<file path="src/avst_pkg.sv">
// shared types and constants of the affine vertex strip block
package avst_pkg;

  localparam int DW        = 32;
  localparam int FRAC      = 16;
  localparam int PROD_W    = 2 * DW;
  localparam int SUM_W     = PROD_W + 1;
  localparam int WIDE_W    = SUM_W - FRAC + 1;
  localparam int QDEPTH    = 8;
  localparam int QPTR_W    = $clog2(QDEPTH);
  localparam int QCNT_W    = $clog2(QDEPTH + 1);
  localparam int CFG_IDX_W = 3;

  typedef enum logic [CFG_IDX_W-1:0] {
    REG_M00    = 3'd0,
    REG_M01    = 3'd1,
    REG_M02    = 3'd2,
    REG_M10    = 3'd3,
    REG_M11    = 3'd4,
    REG_M12    = 3'd5,
    REG_FILL   = 3'd6,
    REG_STROKE = 3'd7
  } avst_reg_t;

  typedef enum logic [2:0] {
    K_FILL   = 3'd0,
    K_PASS   = 3'd1,
    K_PREV   = 3'd2,
    K_LATEST = 3'd3,
    K_TRIPLE = 3'd4
  } avst_kind_t;

  typedef struct packed {
    logic signed [DW-1:0] m00;
    logic signed [DW-1:0] m01;
    logic signed [DW-1:0] m02;
    logic signed [DW-1:0] m10;
    logic signed [DW-1:0] m11;
    logic signed [DW-1:0] m12;
    logic [DW-1:0]        fill_color;
    logic [DW-1:0]        stroke_color;
  } avst_cfg_t;

  typedef struct packed {
    avst_kind_t           kind;
    logic signed [DW-1:0] x;
    logic signed [DW-1:0] y;
  } avst_entry_t;

endpackage

</file>
<file path="src/avst_regs.sv">
// configuration register file: matrix coefficients and colors
module avst_regs import avst_pkg::*; (
  input  logic                 clk,
  input  logic                 rst,
  input  logic                 cfg_valid,
  output logic                 cfg_ready,
  input  logic [CFG_IDX_W-1:0] cfg_index,
  input  logic [DW-1:0]        cfg_data,
  output avst_cfg_t            cfg
);

  assign cfg_ready = 1'b1;

  always_ff @(posedge clk) begin
    if (rst) begin
      cfg.m00          <= DW'(32'h0001_0000);
      cfg.m01          <= '0;
      cfg.m02          <= '0;
      cfg.m10          <= '0;
      cfg.m11          <= DW'(32'h0001_0000);
      cfg.m12          <= '0;
      cfg.fill_color   <= DW'(32'hFF00_0000);
      cfg.stroke_color <= DW'(32'hFF00_0000);
    end else if (cfg_valid && cfg_ready) begin
      case (avst_reg_t'(cfg_index))
        REG_M00:    cfg.m00          <= cfg_data;
        REG_M01:    cfg.m01          <= cfg_data;
        REG_M02:    cfg.m02          <= cfg_data;
        REG_M10:    cfg.m10          <= cfg_data;
        REG_M11:    cfg.m11          <= cfg_data;
        REG_M12:    cfg.m12          <= cfg_data;
        REG_FILL:   cfg.fill_color   <= cfg_data;
        REG_STROKE: cfg.stroke_color <= cfg_data;
        default: ;
      endcase
    end
  end

endmodule

</file>
<file path="config.mk">
export PLATFORM = sky130hd
export DESIGN_NAME = avst_regs
export DESIGN_NICKNAME = d
export VERILOG_FILES = /design/src/avst_pkg.sv /design/src/avst_regs.sv
export SDC_FILE = /design/constraint.sdc
export NUM_CORES = 1
export LEC_CHECK = 0
export BUFFER_PORTS_ARGS = -buffer_cell sky130_fd_sc_hd__buf_2
export CAP_MARGIN = 40
export CORE_MARGIN = 10
export CORE_UTILIZATION = 55
export CTS_CLUSTER_DIAMETER = 80
export CTS_CLUSTER_SIZE = 30
export DETAILED_ROUTE_END_ITERATION = 7
export HOLD_SLACK_MARGIN = 0.12
export PLACE_DENSITY = 0.83
export SLEW_MARGIN = 20
export SYNTH_ARGS = -nofsm -noshare
export SYNTH_HDL_FRONTEND = slang
export SYNTH_SLANG_ARGS = --single-unit
</file>
<file path="constraint.sdc">
create_clock -name clk -period 4.6 [get_ports clk]
set_clock_uncertainty 0.2 [all_clocks]
set_input_delay 1.15 -clock clk [delete_from_list [all_inputs] [get_ports clk]]
set_output_delay 1.15 -clock clk [all_outputs]
set_load 0.05 [all_outputs]
</file>
==> impl_metrics.ini, run 1 <==
[run_status]
status = complete, no violations

[cells_and_area]
seqCellArea_sq_um = 5120
multi_input_area_sq_um = 4510
mostFrequentLayoutCell = buf_2
syn_to_final_growth_pct = 20.0
fin_util_pct = 67.0
n_fill_cell = 1411
largestRegisters = cfg: 256 flops
largest_reg_flops = 256
drive_above_1_share_pct = 29.0
mostFrequentLayoutCells = buf_2, nand2b_1, mux2i_1, dfxtp_1, nor2_1
nNetsFinal = 1184
regMostFlops = cfg

[detailed_routing]
drc_errors = 0
routed_wl_um = 27200
vias_per_cell = 5.14
postRouteAntennaNets = 0
num_vias = 7087
drtIter0Drc = 329
dr.pass1.iters = 4
wl_per_cell_um = 19.7

[placement]
pre_cts_ws_ps = 1600
gp_congestion = 0.780
dpl.hpwl_um = 19800
io_buffer_count = 293

[timing]
fin_tns_setup_ps = 0
setup_violations = 0
fin_crit_sh_pct = 54.5
period_needed_ps = 2510
max-slew-margin-rel_pct = 48.6
hold_viol_final = 0
whs_ps = 278
slew_viol_final = 0
tightest_slew_ps = 770
rsz0062_at_grt = no
fin_ws_ps = 2090
fmax_ghz = 0.399

[setup_path]
crit_chain = buf_2
slowest_stage = dfxtp_1
slowest_delay_ps = 390
endpoint_kind = primary output
start_kind = register
crit_fanout = 2
worstPathRequired_ps = 3250
crit_arrival_ps = 1160
cp_top_family = flip-flops
crit_buf_inv = 1
path_class = reg2out

[power]
vdd_ir_drop_max_mv = 0.343
finalPower_mw = 4.05
p_leak_nw = 6.54
p_per_area_nw_per_um2 = 338

[cts]
post_cts_resized = 0
hold_buffers = 0
cts-htree-levels = 1
cts.root.buffer_cell = clkbuf_16
cts_made_buffers = 12
clkTransAtPathRegs_ps = 110
cts_setup_buffers = 0
worstSkewPairLatency_ps = 470
cts.sinks = 256
cts_tree = yes
clk_path_buf_depth = 3

[floorplanning]
num_rows = 49
die_area_sq_um = 24000
io_pins = 295
die_h_um = 155
chipWidth_um = 155
start_util_pct = 55.8
core_area_sq_um = 17900

[synthesis]
synth_xor_area_share_pct = 0
synth_top_family_by_area = multiplexers
yosysWarnings = 0
synthMuxAreaShare_pct = 25.6
yosys.cell_types.count = 17
avgSynthCellArea_sq_um = 11.0
yosysSeqAreaShare_pct = 51.3
synth_fa_ha_area_share_pct = 0
syn_inst = 909
synth_compound_area_share_pct = 0
synth_area_sq_um = 9990
synth-seq-cells = 256
synth_simple_gate_area_share_pct = 18.9
synth_fp_nets = 947

[global_routing]
grt_start_max_net_pins = 104
grt_pass1_vias = 7293
grt_pass1_wl_um = 41600
grt_overflow_total = 0
antenna_found_initial = 1
grt_usage_pct = 21.3

[worst_hold_path]
min_path_type = reg2reg

[run]
cap_violations = 0
## final timing paths
kind                               start        to  slack (ps)  cells after the start
worst max-delay path            cfg[152]  cfg[152]        2090                      1
worst max register to register  cfg[138]  cfg[138]        3690                      2
worst min register to register  cfg[222]  cfg[222]         280                      2
worst min-delay path            cfg[222]  cfg[222]         280                      2
## routing by layer
metal / vias up / part of all wire [%] / wire [um] / track usage (%)
met5: - / 0 / 0 / 0
met1: 3402 / 42 / 11500 / 25.5
met4: 0 / 2.7 / 731 / 6.66
met3: 41 / 7.1 / 1940 / 6.16
li1: 3430 / - / - / -
met2: 214 / 48 / 13000 / 36.0
## cell usage after synthesis
cell type / n / share of area (%)
buf_2: 31 / 1.6
nand4bb_1: 3 / 0.34
conb_1: 1 / 0.038
clkbuf_1: 45 / 1.7
nor2_1: 27 / 1.0
dfxtp_1: 256 / 51
buf_8: 1 / 0.15
buf_4: 3 / 0.23
nand4_1: 1 / 0.063
buf_6: 2 / 0.23
mux2i_1: 256 / 26
nand4b_1: 3 / 0.26
nand2b_1: 270 / 17
buf_1: 7 / 0.26
nor4b_1: 1 / 0.088
or4b_4: 1 / 0.14
nor4bb_1: 1 / 0.10
## final cells by class
type | instances | share of cell area [%]
well taps | 229 | 2.39
repair buffers | 312 | 14.1
clock inverters | 2 | 0.323
multi-input cells | 564 | 37.6
clock buffers | 15 | 2.86
flip-flops and latches | 256 | 42.7
diodes | 1 | 0.0209
## worst min-delay path, stage by stage, from the launching register on
cell and delay, ps:
dfxtp_1 330, nand2b_1 60, mux2i_1 50
## cell families (layout without fill, tap and decap cells)
kind of cell / Yosys count / count (layout)
other: 1 / 2
buffers and inverters: 89 / 329
multiplexers: 256 / 256
AND/OR/NAND/NOR: 307 / 307
flip-flops: 256 / 256
## per-stage QoR
step	instances	instance area [sq um]
detailed placement	1361	11600
global placement	1357	11500
finish	1379	12000
global route	1379	12000
CTS	1378	12000
floorplan	909	9990
## power breakdown
group	total [mW]	switching (mW)	leakage [nW]	internal, mW
logic	0.477	0.333	4.28	0.144
clock network	1.28	0.685	0.187	0.594
registers	2.29	0.0268	2.07	2.26
Power figures use the tool's default switching activity.
==> run 2, diff against run 1 <==
--- a/config.mk
+++ b/config.mk
@@ -8,12 +8,12 @@
 export BUFFER_PORTS_ARGS = -buffer_cell sky130_fd_sc_hd__buf_2
 export CAP_MARGIN = 40
 export CORE_MARGIN = 10
-export CORE_UTILIZATION = 55
+export CORE_UTILIZATION = 47
 export CTS_CLUSTER_DIAMETER = 80
 export CTS_CLUSTER_SIZE = 30
 export DETAILED_ROUTE_END_ITERATION = 7
 export HOLD_SLACK_MARGIN = 0.12
-export PLACE_DENSITY = 0.83
+export PLACE_DENSITY = 0.76
 export SLEW_MARGIN = 20
 export SYNTH_ARGS = -nofsm -noshare
 export SYNTH_HDL_FRONTEND = slang
==> constraint.sdc (replaced) <==
create_clock -name clk -period 2.25 [get_ports clk]
set_clock_uncertainty 0.2 [all_clocks]
set_input_delay 0.5625 -clock clk [delete_from_list [all_inputs] [get_ports clk]]
set_output_delay 0.5625 -clock clk [all_outputs]
set_load 0.05 [all_outputs]
==> run 2 against run 1 <==
Via count down 0.89%. Total power grew 110%. Flip-flop and latch count did not move. Clock power grew 120%. Design area is 1.5% higher. Non-clock buffer count rose by 7. Setup slack got worse by 1800 ps. Clock-buffer cell count down 1. Largest power group unchanged.
==> impl_metrics.ini, run 2 (synthesis gave the netlist of run 1 again) <==
[cts]
cts.sinks = 256
hold_buffers = 0
cts-htree-levels = 1
cts_setup_buffers = 0
post_cts_resized = 0
cts.root.buffer_cell = clkbuf_16
worstSkewPairLatency_ps = 460
clkTransAtPathRegs_ps = 110
cts_made_buffers = 13
clk_path_buf_depth = 3
cts_tree = yes

[setup_path]
cp_top_family = flip-flops
crit_buf_inv = 1
crit_chain = buf_2
start_kind = register
path_class = reg2out
endpoint_kind = primary output
slowest_delay_ps = 390
crit_fanout = 2
crit_arrival_ps = 1160
slowest_stage = dfxtp_1
worstPathRequired_ps = 1490

[detailed_routing]
postRouteAntennaNets = 0
dr.pass1.iters = 6
vias_per_cell = 4.89
num_vias = 7024
drc_errors = 0
wl_per_cell_um = 19.3
routed_wl_um = 27700
drtIter0Drc = 366

[placement]
io_buffer_count = 293
gp_congestion = 0.796
pre_cts_ws_ps = 269
numPlacedInstances = 1414
post_dp_cell_area_sq_um = 11700
dpl.hpwl_um = 19900

[cells_and_area]
fin_cells = 1436
largestRegisters = cfg: 256 flops
final_cell_area_sq_um = 12200
nNetsFinal = 1192
syn_to_final_growth_pct = 21.8
mostFrequentLayoutCell = buf_2
regMostFlops = cfg
fin_util_pct = 58.0
largest_reg_flops = 256
drive_above_1_share_pct = 29.7
mostFrequentLayoutCells = buf_2, nand2b_1, mux2i_1, dfxtp_1, nor2_1

[power]
p_per_area_nw_per_um2 = 701
comb_power_share_pct = 11.6
p_sw_mw = 2.26
p_leak_nw = 6.60
p_int_mw = 6.27
clockPowerShare_pct = 33.5
seqPwrFrac_pct = 54.9
finalPower_mw = 8.53
p_sw_share_pct = 26.5
vdd_ir_drop_max_mv = 0.610

[timing]
fin_ws_ps = 327
fin_tns_setup_ps = 0
slew_viol_final = 0
whs_ps = 159
period_needed_ps = 1920
fmax_ghz = 0.520
setup_violations = 0
rsz0062_at_grt = no
hold_viol_final = 0
fin_crit_sh_pct = 85.5

[global_routing]
busiest_layer = met2
gr-usage-met2_pct = 31.3
grt_pass1_wl_um = 43000
met1_usage_pct = 23.7
grtUsageMet3_pct = 5.96
grt_usage_pct = 18.9
grt_pass1_vias = 7208
grt_overflow_total = 0
antenna_found_initial = 2
grt_start_max_net_pins = 63

[floorplanning]
start_util_pct = 47.7
io_pins = 295
die_h_um = 166
core_area_sq_um = 21000
chipWidth_um = 166
die_area_sq_um = 27500
num_rows = 53

[run_status]
status = complete, no violations

[worst_hold_path]
min_path_type = in2reg

[run]
cap_violations = 0
run 2: final timing paths:
check          startpoint  endpoint  slack (ps)  cells past startpoint
min          cfg_data[30]   cfg[30]         160                      3
max              cfg[220]  cfg[220]         330                      1
max reg2reg      cfg[109]  cfg[109]        1380                      2
min reg2reg      cfg[238]  cfg[238]         280                      2
run 2: routing by layer:
layer / routed length (um) / up-vias
li1: - / 3441
met1: 12200 / 3362
met2: 13000 / 198
met3: 1970 / 23
met4: 487 / 0
met5: 0 / -
run 2: area by class of cell:
type                            instances  area, sq um
Tap cell                              275          344
Clock inverter                          6          104
Clock buffer                           14          329
Antenna cell                            2         5.00
Multi-Input combinational cell        564         4510
Timing Repair Buffer                  319         1740
Fill cell                            1842         8790
Sequential cell                       256         5120
run 2: power by group through the flow:
stage | Sequential, mW | Combinational [mW] | Clock [mW]
after global routing | 4.70 | 1.04 | 3.09
after detailed placement | 4.79 | 0.993 | 0
after floorplan | 5.13 | 0.377 | 0
after CTS | 4.69 | 0.995 | 2.93
final | 4.69 | 0.985 | 2.86
after global placement | 4.78 | 0.985 | 0
==> run 3, diff against run 2 <==
--- a/config.mk
+++ b/config.mk
@@ -8,12 +8,12 @@
 export BUFFER_PORTS_ARGS = -buffer_cell sky130_fd_sc_hd__buf_2
 export CAP_MARGIN = 40
 export CORE_MARGIN = 10
-export CORE_UTILIZATION = 47
+export CORE_UTILIZATION = 55
 export CTS_CLUSTER_DIAMETER = 80
 export CTS_CLUSTER_SIZE = 30
 export DETAILED_ROUTE_END_ITERATION = 7
 export HOLD_SLACK_MARGIN = 0.12
-export PLACE_DENSITY = 0.76
+export PLACE_DENSITY = 0.83
 export SLEW_MARGIN = 20
 export SYNTH_ARGS = -nofsm -noshare
 export SYNTH_HDL_FRONTEND = slang
==> constraint.sdc (replaced) <==
create_clock -name clk -period 2.5 [get_ports clk]
set_clock_uncertainty 0.2 [all_clocks]
set_input_delay 0.625 -clock clk [delete_from_list [all_inputs] [get_ports clk]]
set_output_delay 0.625 -clock clk [all_outputs]
set_load 0.05 [all_outputs]
==> run 3 against run 2 <==
First-iteration DRC count shrank 19%. Die area shrank 13%. Global-route usage grew 2.8 points. Hold slack gained 83 ps. Flip-flop and latch count is the same. Largest power group unchanged. Combinational power shrank 11%. Non-clock buffer count grew 1. Total power shrank 14%. Setup slack gained 190 ps. Routed wire length shrank 1.1%. Highest routed layer is now met5. Clock-buffer cell count shrank 1.
==> impl_metrics.ini, run 3 (synthesis gave the netlist of run 1 again) <==
[run_status]
status = complete, no violations

[cts]
worstSkewPairLatency_ps = 470
cts_made_buffers = 12
cts_tree = yes
clkTransAtPathRegs_ps = 110
cts.root.buffer_cell = clkbuf_16
clk_path_buf_depth = 3
cts_setup_buffers = 0
cts-htree-levels = 1
post_cts_resized = 0
hold_buffers = 0
cts.sinks = 256

[placement]
dpl.hpwl_um = 20200
gp_congestion = 0.817
pre_cts_ws_ps = 425
io_buffer_count = 293

[timing]
fin_ws_ps = 515
whs_ps = 242
hold_viol_final = 0
fin_crit_sh_pct = 79.4
setup_violations = 0
rsz0062_at_grt = no
max-slew-margin-rel_pct = 64.5
tightest_slew_ps = 532
slew_viol_final = 0
period_needed_ps = 1990
fin_tns_setup_ps = 0
fmax_ghz = 0.504

[power]
p_per_area_nw_per_um2 = 610
finalPower_mw = 7.31
p_leak_nw = 6.54
p_sw_mw = 1.92
vdd_ir_drop_max_mv = 0.598
p_int_mw = 5.39
comb_power_share_pct = 12.1
seqPwrFrac_pct = 57.7
clockPowerShare_pct = 30.2
p_sw_share_pct = 26.3

[setup_path]
crit_arrival_ps = 1160
endpoint_kind = primary output
start_kind = register
crit_chain = buf_2
worstPathRequired_ps = 1670
crit_buf_inv = 1
cp_top_family = flip-flops
slowest_delay_ps = 400
path_class = reg2out
slowest_stage = dfxtp_1
crit_fanout = 2

[worst_hold_path]
min_path_type = in2reg

[detailed_routing]
drc_errors = 0
drtIter0Drc = 297
routed_wl_um = 27400
postRouteAntennaNets = 0
dr.pass1.iters = 4
vias_per_cell = 5.15
num_vias = 7153
wl_per_cell_um = 19.7

[global_routing]
antenna_found_initial = 3
grt_usage_pct = 21.7
grt_pass1_wl_um = 42400
grt_overflow_total = 0
grt_pass1_vias = 7380
grt_start_max_net_pins = 58

[cells_and_area]
largest_reg_flops = 256
largestRegisters = cfg: 256 flops
syn_to_final_growth_pct = 19.8
drive_above_1_share_pct = 29.6
fin_util_pct = 66.9
nNetsFinal = 1192
regMostFlops = cfg
mostFrequentLayoutCells = buf_2, nand2b_1, mux2i_1, dfxtp_1, nor2_1
mostFrequentLayoutCell = buf_2

[run]
cap_violations = 0

[floorplanning]
num_rows = 49
die_h_um = 155
start_util_pct = 55.8
chipWidth_um = 155
core_area_sq_um = 17900
die_area_sq_um = 24000
io_pins = 295
run 3: cell type report:
type	count	area, sq um
clock buffers	13	325
clock inverters	4	22.5
well taps	229	287
fillers	1455	5930
flip-flops and latches	256	5120
repair buffers	320	1700
diodes	2	5.00
multi-input cells	564	4510
run 3: per-layer routing:
| metal | vias to the layer above | wire [um] | track usage [%] |
|---|---|---|---|
| li1 | 3445 | - | - |
| met1 | 3450 | 11400 | 26.2 |
| met2 | 217 | 13200 | 36.6 |
| met3 | 39 | 2120 | 6.63 |
| met4 | 2 | 618 | 5.58 |
| met5 | - | 17 | 0 |
run 3: power by group through the flow:
stage	Combinational, mW	Sequential, mW	Clock [mW]
2_1_floorplan	0.339	4.62	0
3_3_place_gp	0.877	4.31	0
3_5_place_dp	0.887	4.31	0
4_1_cts	0.888	4.22	2.25
5_1_grt	0.928	4.23	2.40
6_report	0.881	4.22	2.21
run 3: worst reg2reg max path, delay by kind of cell (launching register included):
| family | cells | cell delay (ps) |
|---|---|---|
| mux | 1 | 170 |
| simple gates | 1 | 70 |
| flops | 1 | 350 |
run 3: final timing paths:
kind	startpoint	to	slack, ps	cells after the start
worst max-delay path	cfg[152]	cfg[152]	510	1
worst min register to register	cfg[216]	cfg[216]	280	2
worst min-delay path	cfg_data[25]	cfg[57]	240	3
worst max register to register	cfg[163]	cfg[163]	1630	2
run 3: per-stage QoR:
stage / cell area, sq um / instances
after floorplan: 9990 / 909
after global placement: 11600 / 1369
after detailed placement: 11600 / 1369
after CTS: 12000 / 1386
after global routing: 12000 / 1386
final: 12000 / 1388
