File: config.mk
export PLATFORM = sky130hd
export DESIGN_NAME = avst_queue
export DESIGN_NICKNAME = d
export VERILOG_FILES = /design/src/avst_pkg.sv /design/src/avst_queue.sv
export SDC_FILE = /design/constraint.sdc
export NUM_CORES = 1
export LEC_CHECK = 0
export BUFFER_PORTS_ARGS = -buffer_cell sky130_fd_sc_hd__clkbuf_2
export CAP_MARGIN = 15
export CORE_ASPECT_RATIO = 1.1
export CORE_MARGIN = 1.5
export CORE_UTILIZATION = 50
export CTS_BUF_LIST = sky130_fd_sc_hd__clkbuf_4
export DETAILED_ROUTE_END_ITERATION = 8
export PLACE_DENSITY_LB_ADDON = 0.15
export SLEW_MARGIN = 10
export SYNTH_ARGS = -nofsm -noshare
export SYNTH_HDL_FRONTEND = slang
export SYNTH_SLANG_ARGS = --single-unit
File: constraint.sdc
create_clock -name clk -period 16.65 [get_ports clk]
set_clock_uncertainty 0.1 [all_clocks]
set_input_delay 0.8325 -clock clk [delete_from_list [all_inputs] [get_ports clk]]
set_output_delay 0.8325 -clock clk [all_outputs]
set_load 0.01 [all_outputs]
File: src/avst_pkg.sv
// shared types and constants of the affine vertex strip block
package avst_pkg;

  localparam int DW        = 32;
  localparam int FRAC      = 16;
  localparam int PROD_W    = 2 * DW;
  localparam int SUM_W     = PROD_W + 1;
  localparam int WIDE_W    = SUM_W - FRAC + 1;
  localparam int QDEPTH    = 8;
  localparam int QPTR_W    = $clog2(QDEPTH);
  localparam int QCNT_W    = $clog2(QDEPTH + 1);
  localparam int CFG_IDX_W = 3;

  typedef enum logic [CFG_IDX_W-1:0] {
    REG_M00    = 3'd0,
    REG_M01    = 3'd1,
    REG_M02    = 3'd2,
    REG_M10    = 3'd3,
    REG_M11    = 3'd4,
    REG_M12    = 3'd5,
    REG_FILL   = 3'd6,
    REG_STROKE = 3'd7
  } avst_reg_t;

  typedef enum logic [2:0] {
    K_FILL   = 3'd0,
    K_PASS   = 3'd1,
    K_PREV   = 3'd2,
    K_LATEST = 3'd3,
    K_TRIPLE = 3'd4
  } avst_kind_t;

  typedef struct packed {
    logic signed [DW-1:0] m00;
    logic signed [DW-1:0] m01;
    logic signed [DW-1:0] m02;
    logic signed [DW-1:0] m10;
    logic signed [DW-1:0] m11;
    logic signed [DW-1:0] m12;
    logic [DW-1:0]        fill_color;
    logic [DW-1:0]        stroke_color;
  } avst_cfg_t;

  typedef struct packed {
    avst_kind_t           kind;
    logic signed [DW-1:0] x;
    logic signed [DW-1:0] y;
  } avst_entry_t;

endpackage

File: src/avst_queue.sv
// queue of classified, transformed vertices between front and back
module avst_queue import avst_pkg::*; (
  input  logic              clk,
  input  logic              rst,
  input  logic              push,
  input  avst_entry_t       push_data,
  input  logic              pop,
  output avst_entry_t       head,
  output logic              empty,
  output logic [QCNT_W-1:0] count
);

  avst_entry_t       mem [QDEPTH];
  logic [QPTR_W-1:0] wr_ptr;
  logic [QPTR_W-1:0] rd_ptr;

  assign head  = mem[rd_ptr];
  assign empty = (count == '0);

  always_ff @(posedge clk) begin
    if (rst) begin
      wr_ptr <= '0;
      rd_ptr <= '0;
      count  <= '0;
    end else begin
      if (push) begin
        wr_ptr <= (wr_ptr == QPTR_W'(QDEPTH-1)) ? '0 : wr_ptr + 1'b1;
      end
      if (pop) begin
        rd_ptr <= (rd_ptr == QPTR_W'(QDEPTH-1)) ? '0 : rd_ptr + 1'b1;
      end
      case ({push, pop})
        2'b10:   count <= count + 1'b1;
        2'b01:   count <= count - 1'b1;
        default: count <= count;
      endcase
    end
  end

  always_ff @(posedge clk) begin
    if (push) begin
      mem[wr_ptr] <= push_data;
    end
  end

endmodule

==> results of run 1 <==
[area by class of cell]
| cell class | instances | area, sq um |
|---|---|---|
| Fill cell | 3183 | 17300 |
| Multi-Input combinational cell | 257 | 4490 |
| Timing Repair Buffer | 155 | 821 |
| Inverter | 1 | 3.75 |
| Tap cell | 560 | 701 |
| Clock inverter | 37 | 220 |
| Sequential cell | 549 | 16400 |
| Clock buffer | 197 | 1480 |
| Antenna cell | 1 | 2.50 |
[power by group through the flow]
stage | sequential, mW | combinational, mW | clock, mW
2_1_floorplan | 1.59 | 0.148 | 0
3_3_place_gp | 1.59 | 0.211 | 0
5_1_grt | 1.57 | 0.227 | 1.19
6_report | 1.56 | 0.208 | 1.08
4_1_cts | 1.56 | 0.214 | 1.12
3_5_place_dp | 1.59 | 0.214 | 0
[flip-flops by register name, summed over array words and instances, names as in the netlist, named ones only]
signal and cells:
rd_ptr 3, wr_ptr 3, count 4, mem 536
[metrics by stage]
step / cell area (sq um) / hold slack [ps] / power (mW) / worst slack (ps) / cells
floorplan: 21100 / 363 / 1.74 / 10480 / 845
global placement: 22400 / 383 / 1.80 / 12850 / 1522
detailed placement: 22400 / 388 / 1.81 / 12840 / 1522
CTS: 24100 / 83.4 / 2.90 / 11900 / 1756
global route: 24100 / 124 / 2.98 / 11860 / 1757
finish: 24100 / 187 / 2.86 / 12100 / 1757
[logic make-up after synthesis]
logic type	share of synthesized area [%]
flip-flops	77.6
multiplexers	19.6
buffers and inverters	1.38
AND/OR/NAND/NOR	0.712
AO/OA/AOI/OAI	0.220
adder cells (fa/ha/maj)	0.415
XOR/XNOR	0.125
[worst max path at each step]
stage / startpoint / to / slack [ps] / cells after the start
6_report: flip-flop / head[44] / 12100 / 4
5_1_grt: flip-flop / head[22] / 11860 / 4
4_1_cts: flip-flop / head[4] / 11900 / 4
3_5_place_dp: flip-flop / head[4] / 12840 / 4
3_3_place_gp: flip-flop / head[5] / 12850 / 4
2_1_floorplan: push / mem[0][0] / 10480 / 2
[layer usage]
metal	GRT usage, %	wire (um)	vias up
met2	30.0	19300	240
met3	5.00	2270	69
li1	-	-	4237
met4	8.16	756	2
met1	24.9	16500	4937
met5	0	14	-
[synth_stat cells, drive strengths merged]
cell type / number / area [sq um]
a21oi: 4 / 20.0
a32o: 1 / 10.0
buf: 28 / 246
clkbuf: 10 / 41.3
dfxtp: 13 / 260
edfxtp: 536 / 16100
ha: 7 / 87.6
inv: 1 / 3.75
mux2: 68 / 991
mux2i: 5 / 50.1
mux4: 134 / 3080
nand2: 3 / 11.3
nand2b: 5 / 31.3
nand3b: 1 / 7.51
nor2: 17 / 63.8
nor2b: 1 / 6.26
nor3: 2 / 10.0
nor3b: 1 / 7.51
nor4: 1 / 6.26
o21ai: 2 / 10.0
o22ai: 1 / 6.26
or3: 1 / 6.26
xor2: 3 / 26.3
==> summary.txt, run 1 <==
Worst setup path
  • Critical R2R Capture: mem[2][51]
  • Req. time, crit path: 15720 ps
  • R2r setup slk: 13980 ps
  • Reg2reg path depth: 3
  • Reg-to-reg critical path startpoint: wr_ptr[1]
  • Slowest CP cell: dfxtp_4
  • Critical path arrival: 3620 ps
  • Crit path capture type: output port
  • Critical path type: reg -> out
  • CP bufs+invs: 2
  • CP max stage delay: 950 ps
  • Worst-path cell chain: buf_4 -> mux4_2 -> mux2_4 -> clkbuf_2
  • Startpoint Class: flip-flop
  • CP top delay family: buffers and inverters
  • Worst Path Max Fanout: 74

Synth
  • Synthesized area: approximately 21000 sq um
  • Synth unique cells: 30
  • Ys Warns: 0
  • Seq/Total Area, Yosys: 77.6%
  • Mapped Cells: between 800 and 900
  • Syn Area/Cell: around 25 sq um
  • #FFs+latches synth: 549
  • Syn nets: 923

Die
  • Initial Utilization: 50.9%
  • Die Ht: approximately 220 um
  • IO Pins: 143
  • Core area: approximately 41000 sq um
  • Die width: 199 um
  • Row count: 78
  • Full die area: 43400 sq um

GRT
  • Largest net degree at the start of global routing: 111
  • GRT Util Overall: 18.9%
  • First-pass GRT wire length: between 50 and 60 mm
  • Total grt overflow: 0
  • Initial antenna violation count: 3
  • Vias in the first global route: 10.3k

Pwr
  • P_leak: 8.07 nW
  • Flop pwr share: 54.7%
  • Switch share: 21.5%
  • Int Power: 2.24 mW
  • Power share of the clock group: 38.0%
  • Pwr/cell area: roughly 120 nW/um^2
  • Combinational share of power: ~7.3%
  • Switching Power: 0.614 mW
  • Worst VDD drop: 58.7 uV

Timing
  • Final setup viols: 0
  • RSZ-0062 raised after global routing: no
  • Setup TNS: 0 ps
  • Fin crit period: 4550 ps
  • Final Hold Fails: 0
  • Final Cycle Share: 27.3%
  • Slew @ Worst Pin: around 1100 ps
  • Slew Viols, Final: 0
  • Slew headroom: 25.8%
  • Fmax: 220 MHz

Worst hold path
  • Worst Hold Path EP: mem[6][18]
  • Worst Hold Class: in -> reg
  • Hold_sp: push_data[18]
  • WHS Path Cells: 1

Routing
  • DR pass1 iterations: 4
  • Iteration-0 DRC Markers: 459
  • Via/cell ratio: around 5.4
  • WL per Instance: 22.1 um
  • Routed vias: 9485
  • # DRC: 0
  • Routed Antenna Nets: 0
  • Wirelength, routed: 38.9 mm

Job
  • Max cap viols: 0

Layout
  • Most common cell after layout, fill and taps aside: edfxtp_1
  • Commonest non-fill, non-tap cells in the layout: edfxtp_1, clkbuf_4, clkbuf_2
  • Layout area overhead: 14.2%
  • Share of post-route cells with drive strength above 1: between 40% and 50%
  • Util after Layout: 58.2%
  • Final nets: 1178

CTS
  • PostCTS Resize Cnt: 0
  • CTS Root Cell: clkbuf_4
  • Number of clock sinks: 549
  • Max clock buf depth: 3
  • Hold_buf cts: 0
  • Clk Latency, worst-skew pair: 800 ps
  • Setup Buffers After CTS: 0
  • Htree depth: 4
  • Num CTS Buffers: 136
  • CTS tree: yes
  • Clk slew on worst S/H paths: 70 ps

Place
  • HPWL after detailed placement: ~20 mm
  • Routability cong.: 0.668
  • Port Buffers: ~140

Status
  • Status: finished, final reports clean
No activity file was read; power rests on OpenSTA's default activity.
==> run 2, diff against run 1 <==
==> constraint.sdc (replaced) <==
create_clock -name clk -period 4.64 [get_ports clk]
set_clock_uncertainty 0.1 [all_clocks]
set_input_delay 0.232 -clock clk [delete_from_list [all_inputs] [get_ports clk]]
set_output_delay 0.232 -clock clk [all_outputs]
set_load 0.01 [all_outputs]
==> run 2 against run 1 <==
Clock power grew to 3.8 times the previous value; worst setup slack lost 11000 ps; critical path depth is the same; critical path type unchanged.
==> summary.txt, run 2 (same netlist as run 1, synthesis figures left out) <==
Die
  • Row count: 78
  • IO Pins: 143
  • Full die area: 43400 sq um
  • Die width: 199 um
  • Initial Utilization: 50.9%
  • Core area: 41400 sq um
  • Die Ht: 218 um

GRT
  • Vias in the first global route: 10.6k
  • Total grt overflow: 0
  • First-pass GRT wire length: 61.0 mm
  • GRT Util Overall: 19.3%
  • Initial antenna violation count: 2
  • Largest net degree at the start of global routing: 68

Pwr
  • Worst VDD drop: 206 uV
  • Tot Pwr: 10.5 mW
  • Switching Power: 2.24 mW
  • Power share of the clock group: 39.1%
  • Switch share: 21.2%
  • Flop pwr share: 53.2%
  • Combinational share of power: 7.7%
  • Int Power: 8.31 mW
  • P_leak: 8.49 nW
  • Pwr/cell area: roughly 420 nW/um^2

Routing
  • DR pass1 iterations: 5
  • Routed Antenna Nets: 0
  • Wirelength, routed: ~40 mm
  • WL per Instance: around 22 um
  • # DRC: 0
  • Routed vias: 9847
  • Iteration-0 DRC Markers: 512
  • Via/cell ratio: 5.35

Timing
  • Final Hold Fails: 0
  • Fin crit period: 3530 ps
  • Slew @ Worst Pin: 1060 ps
  • Setup TNS: 0 ps
  • Slew headroom: 29.1%
  • Fmax: between 200 and 300 MHz
  • Final Cycle Share: 76.0%
  • Final WS setup: ~1100 ps
  • RSZ-0062 raised after global routing: no
  • Final setup viols: 0
  • Slew Viols, Final: 0

Layout
  • Share of post-route cells with drive strength above 1: around 45%
  • Multi-input combinational cell area: ~4500 sq um
  • Layout area overhead: 18.9%
  • Final nets: 1263
  • Most common cell after layout, fill and taps aside: edfxtp_1
  • Util after Layout: around three fifths
  • Largest registers: mem: 536 flops, count: 4 flops
  • Largest register by flop count: mem
  • FF/Latch Area: 16400 sq um
  • Commonest non-fill, non-tap cells in the layout: edfxtp_1, clkbuf_4, clkbuf_2
  • Filler Cells Inserted: between 3k and 4k
  • Max reg flops: 536
  • Post-Layout Inst Area: 25100 sq um

Worst setup path
  • Critical path type: reg -> out
  • Worst-path cell chain: buf_4 -> mux4_1 -> mux2_2 -> clkbuf_2
  • Critical path arrival: about 3200 ps
  • Startpoint Class: flip-flop
  • Crit path capture type: output port
  • Req. time, crit path: around 4300 ps
  • Worst Path Max Fanout: 31
  • Slowest CP cell: dfxtp_4
  • CP max stage delay: 760 ps

CTS
  • CTS Root Cell: clkbuf_4
  • Setup Buffers After CTS: 0
  • Num CTS Buffers: 141
  • Max clock buf depth: 3
  • Htree depth: 4
  • CTS tree: yes
  • Clk slew on worst S/H paths: 60 ps
  • Number of clock sinks: 549
  • Hold_buf cts: 71
  • Clk Latency, worst-skew pair: just under 800 ps
  • PostCTS Resize Cnt: 0

Place
  • Placement Cell Area: ~23000 sq um
  • HPWL after detailed placement: 20.9 mm
  • Port Buffers: 142
  • Pre-CTS setup slack: 1870 ps
  • Routability cong.: 0.679

Worst hold path
  • Worst Hold Class: in -> reg

Job
  • Max cap viols: 0

Status
  • Status: finished, final reports clean
-- run 2: layer usage --
| metal | GRT usage, % | vias to the layer above | share of wire [%] | routed length (um) |
|---|---|---|---|---|
| li1 | - | 4397 | - | - |
| met5 | 0 | - | 0 | 0 |
| met4 | 7.70 | 0 | 1.9 | 768 |
| met1 | 25.8 | 5099 | 43 | 17300 |
| met3 | 4.88 | 69 | 5.3 | 2120 |
| met2 | 30.6 | 282 | 50 | 19900 |
-- run 2: worst paths after layout --
check	from	endpoint	slack (ps)	cells past startpoint
worst max-delay path	flip-flop	head[0]	1110	4
worst min register to register	rd_ptr[1]	flip-flop	380	2
worst max register to register	wr_ptr[0]	mem[0][47]	2170	3
worst min-delay path	push_data[18]	mem[1][18]	140	2
-- run 2: power by group through the flow --
stage          combinational, mW  clock [mW]  sequential [mW]
6_report                   0.812        4.12             5.62
3_3_place_gp               0.765           0             5.72
4_1_cts                    0.831        4.27             5.62
5_1_grt                    0.876        4.52             5.62
3_5_place_dp               0.777           0             5.73
2_1_floorplan              0.533           0             5.69
-- run 2: critical path, delay by kind of cell (launching register included) --
family | cells | cell delay (ps)
muxes | 2 | 890
DFF | 1 | 760
buffers and inverters | 2 | 710
-- run 2: per-stage QoR --
step / instances / hold slack, ps
after floorplan: 845 / 231
after global placement: 1531 / 375
after detailed placement: 1531 / 374
after CTS: 1840 / 31.4
after global routing: 1842 / 85.1
final: 1842 / 142
-- run 2: area by class of cell --
type | count | area share (%)
Sequential cell | 549 | 65.3
Multi-Input combinational cell | 257 | 18.0
Timing Repair Buffer | 235 | 6.63
Clock buffer | 202 | 6.05
Tap cell | 560 | 2.80
Clock inverter | 36 | 1.20
Antenna cell | 2 | 0.0200
Inverter | 1 | 0.0150
==> run 3, diff against run 2 <==
==> constraint.sdc (replaced) <==
create_clock -name clk -period 3.39 [get_ports clk]
set_clock_uncertainty 0.1 [all_clocks]
set_input_delay 0.1695 -clock clk [delete_from_list [all_inputs] [get_ports clk]]
set_output_delay 0.1695 -clock clk [all_outputs]
set_load 0.01 [all_outputs]
==> run 3 against run 2 <==
Via count barely moved; flip-flop and latch count did not move; first-iteration DRC count rose by 5.9%; wire length fell by 1.0%; total power rose by 34%; register-to-register slack got worse by 930 ps; sequential share of layout area barely moved; core utilization barely moved; sequential power rose by 36%; critical path depth did not move; combinational power rose by 42%; largest power group unchanged.
==> summary.txt, run 3 (same netlist as run 1, synthesis figures left out) <==
CTS
  • CTS Root Cell: clkbuf_4
  • Max clock buf depth: 3
  • Clk Latency, worst-skew pair: 790 ps
  • Num CTS Buffers: 136
  • CTS tree: yes
  • Number of clock sinks: 549
  • Htree depth: 4
  • Clk slew on worst S/H paths: approximately 60 ps
  • PostCTS Resize Cnt: 0

Routing
  • Routed vias: 9844
  • Wirelength, routed: 39.6 mm
  • DR pass1 iterations: 4
  • # DRC: 0
  • Via/cell ratio: 5.36
  • Iteration-0 DRC Markers: around 540
  • WL per Instance: 21.6 um
  • Routed Antenna Nets: 0

GRT
  • Largest net degree at the start of global routing: 70
  • Total grt overflow: 0
  • First-pass GRT wire length: 60.7 mm
  • Vias in the first global route: 10.7k
  • GRT Util Overall: 19.3%
  • Initial antenna violation count: 2

Pwr
  • Int Power: 11.1 mW
  • Switch share: a little over a fifth
  • Tot Pwr: 14.1 mW
  • Power share of the clock group: roughly 38%
  • Pwr/cell area: 564 nW/um^2
  • Combinational share of power: 8.2%
  • Worst VDD drop: around 320 uV
  • P_leak: 8.48 nW
  • Switching Power: 3.01 mW
  • Flop pwr share: around 54%

Layout
  • Largest registers: mem: 536 flops, count: 4 flops
  • Most common cell after layout, fill and taps aside: edfxtp_1
  • Layout area overhead: 18.8%
  • Finished Layout Cells: 1836
  • Share of post-route cells with drive strength above 1: 44.7%
  • Commonest non-fill, non-tap cells in the layout: edfxtp_1, clkbuf_4, clkbuf_2
  • Post-Layout Inst Area: 25000 sq um
  • Largest register by flop count: mem
  • Final nets: 1268
  • Max reg flops: ~540

Die
  • Row count: 78
  • Core area: roughly 41000 sq um
  • IO Pins: approximately 140
  • Die Ht: 218 um
  • Full die area: 43400 sq um
  • Initial Utilization: 50.9%
  • Die width: 199 um

Worst setup path
  • R2r setup slk: 1240 ps
  • Req. time, crit path: about 3100 ps
  • Critical R2R Capture: count[2]
  • Worst-path cell chain: buf_4 -> mux4_1 -> mux2_2 -> clkbuf_2
  • CP bufs+invs: 2
  • Critical path type: reg -> out
  • Crit path capture type: output port
  • CP max stage delay: roughly 610 ps
  • Startpoint Class: flip-flop
  • Worst Path Max Fanout: 18
  • Critical path arrival: 2820 ps
  • Reg2reg path depth: 7
  • Slowest CP cell: dfxtp_4
  • CP top delay family: multiplexers
  • Reg-to-reg critical path startpoint: count[1]

Place
  • # placed instances: 1534
  • Port Buffers: around 140
  • Placement Cell Area: between 20000 and 25000 sq um
  • HPWL after detailed placement: 20.3 mm
  • Pre-CTS setup slack: 1060 ps
  • Routability cong.: 0.699

Timing
  • Fmax: 324 MHz
  • Final Cycle Share: between 90 and 100%
  • Slew Viols, Final: 0
  • Fin crit period: 3090 ps
  • Final WS setup: 305 ps
  • Slew @ Worst Pin: between 800 and 900 ps
  • Slew headroom: 45.6%
  • Final Hold Fails: 0
  • RSZ-0062 raised after global routing: no
  • Final setup viols: 0

Job
  • Max cap viols: 0

Worst hold path
  • Worst Hold Path EP: mem[3][22]
  • Worst Hold Class: in -> reg
  • Hold_sp: push_data[22]
  • WHS Path Cells: 2

Status
  • Status: finished, final reports clean
## run 3: cell count changes in the layout (fill, tap and decap cells not counted), moves of 2 or more
| cell | before | now |
|---|---|---|
| dlygate4sd3_1 | 71 | 78 |
| clkinv_1 | 20 | 15 |
| clkbuf_4 | 202 | 194 |
| buf_12 | 6 | 9 |
| bufinv_16 | 6 | 4 |
## run 3: repair_timing
| action | CTS | global route |
|---|---|---|
| hold buffers | 78 | 0 |
| hold endpoints to repair | 549 | 0 |
| setup buffers | 0 | 0 |
## run 3: power groups by stage
stage          Clock, mW  Sequential (mW)  Combinational (mW)
2_1_floorplan          0             7.79               0.729
3_3_place_gp           0             7.80                1.09
3_5_place_dp           0             7.81                1.10
4_1_cts             5.51             7.66                1.18
5_1_grt             5.83             7.67                1.25
6_report            5.31             7.66                1.15
## run 3: worst max path at each step
stage                 to  depth (start not counted)  slack (ps)  startpoint
3_3_place_gp     head[0]                          4        1090   flip-flop
2_1_floorplan  mem[4][0]                          2        -550   wr_ptr[1]
4_1_cts          head[2]                          4         160   flip-flop
3_5_place_dp     head[2]                          4        1060   flip-flop
6_report         head[2]                          4         300   flip-flop
5_1_grt          head[2]                          4          80   flip-flop
## run 3: layout make-up
class / instances / area, sq um
Clock buffer: 194 / 1460
Fill cell: 3069 / 16300
Multi-Input combinational cell: 257 / 4500
Antenna cell: 2 / 5.00
Clock inverter: 28 / 215
Tap cell: 560 / 701
Sequential cell: 549 / 16400
Inverter: 1 / 3.75
Timing Repair Buffer: 245 / 1790
## run 3: routing by layer
layer	vias up	part of all wire, %	global-route usage, %
met5	-	0	0
met4	0	1.6	7.53
met3	52	5.3	4.88
met2	258	50	30.5
li1	4401	-	-
met1	5133	43	25.8
## run 3: metrics by stage
step	utilization (%)	hold slack (ps)	setup TNS [ps]
after detailed placement	54.6	349	0
after global placement	54.6	346	0
after global routing	60.5	21.9	0
after floorplan	-	168	-251310
final	60.5	85.2	0
after CTS	60.5	0.655	0
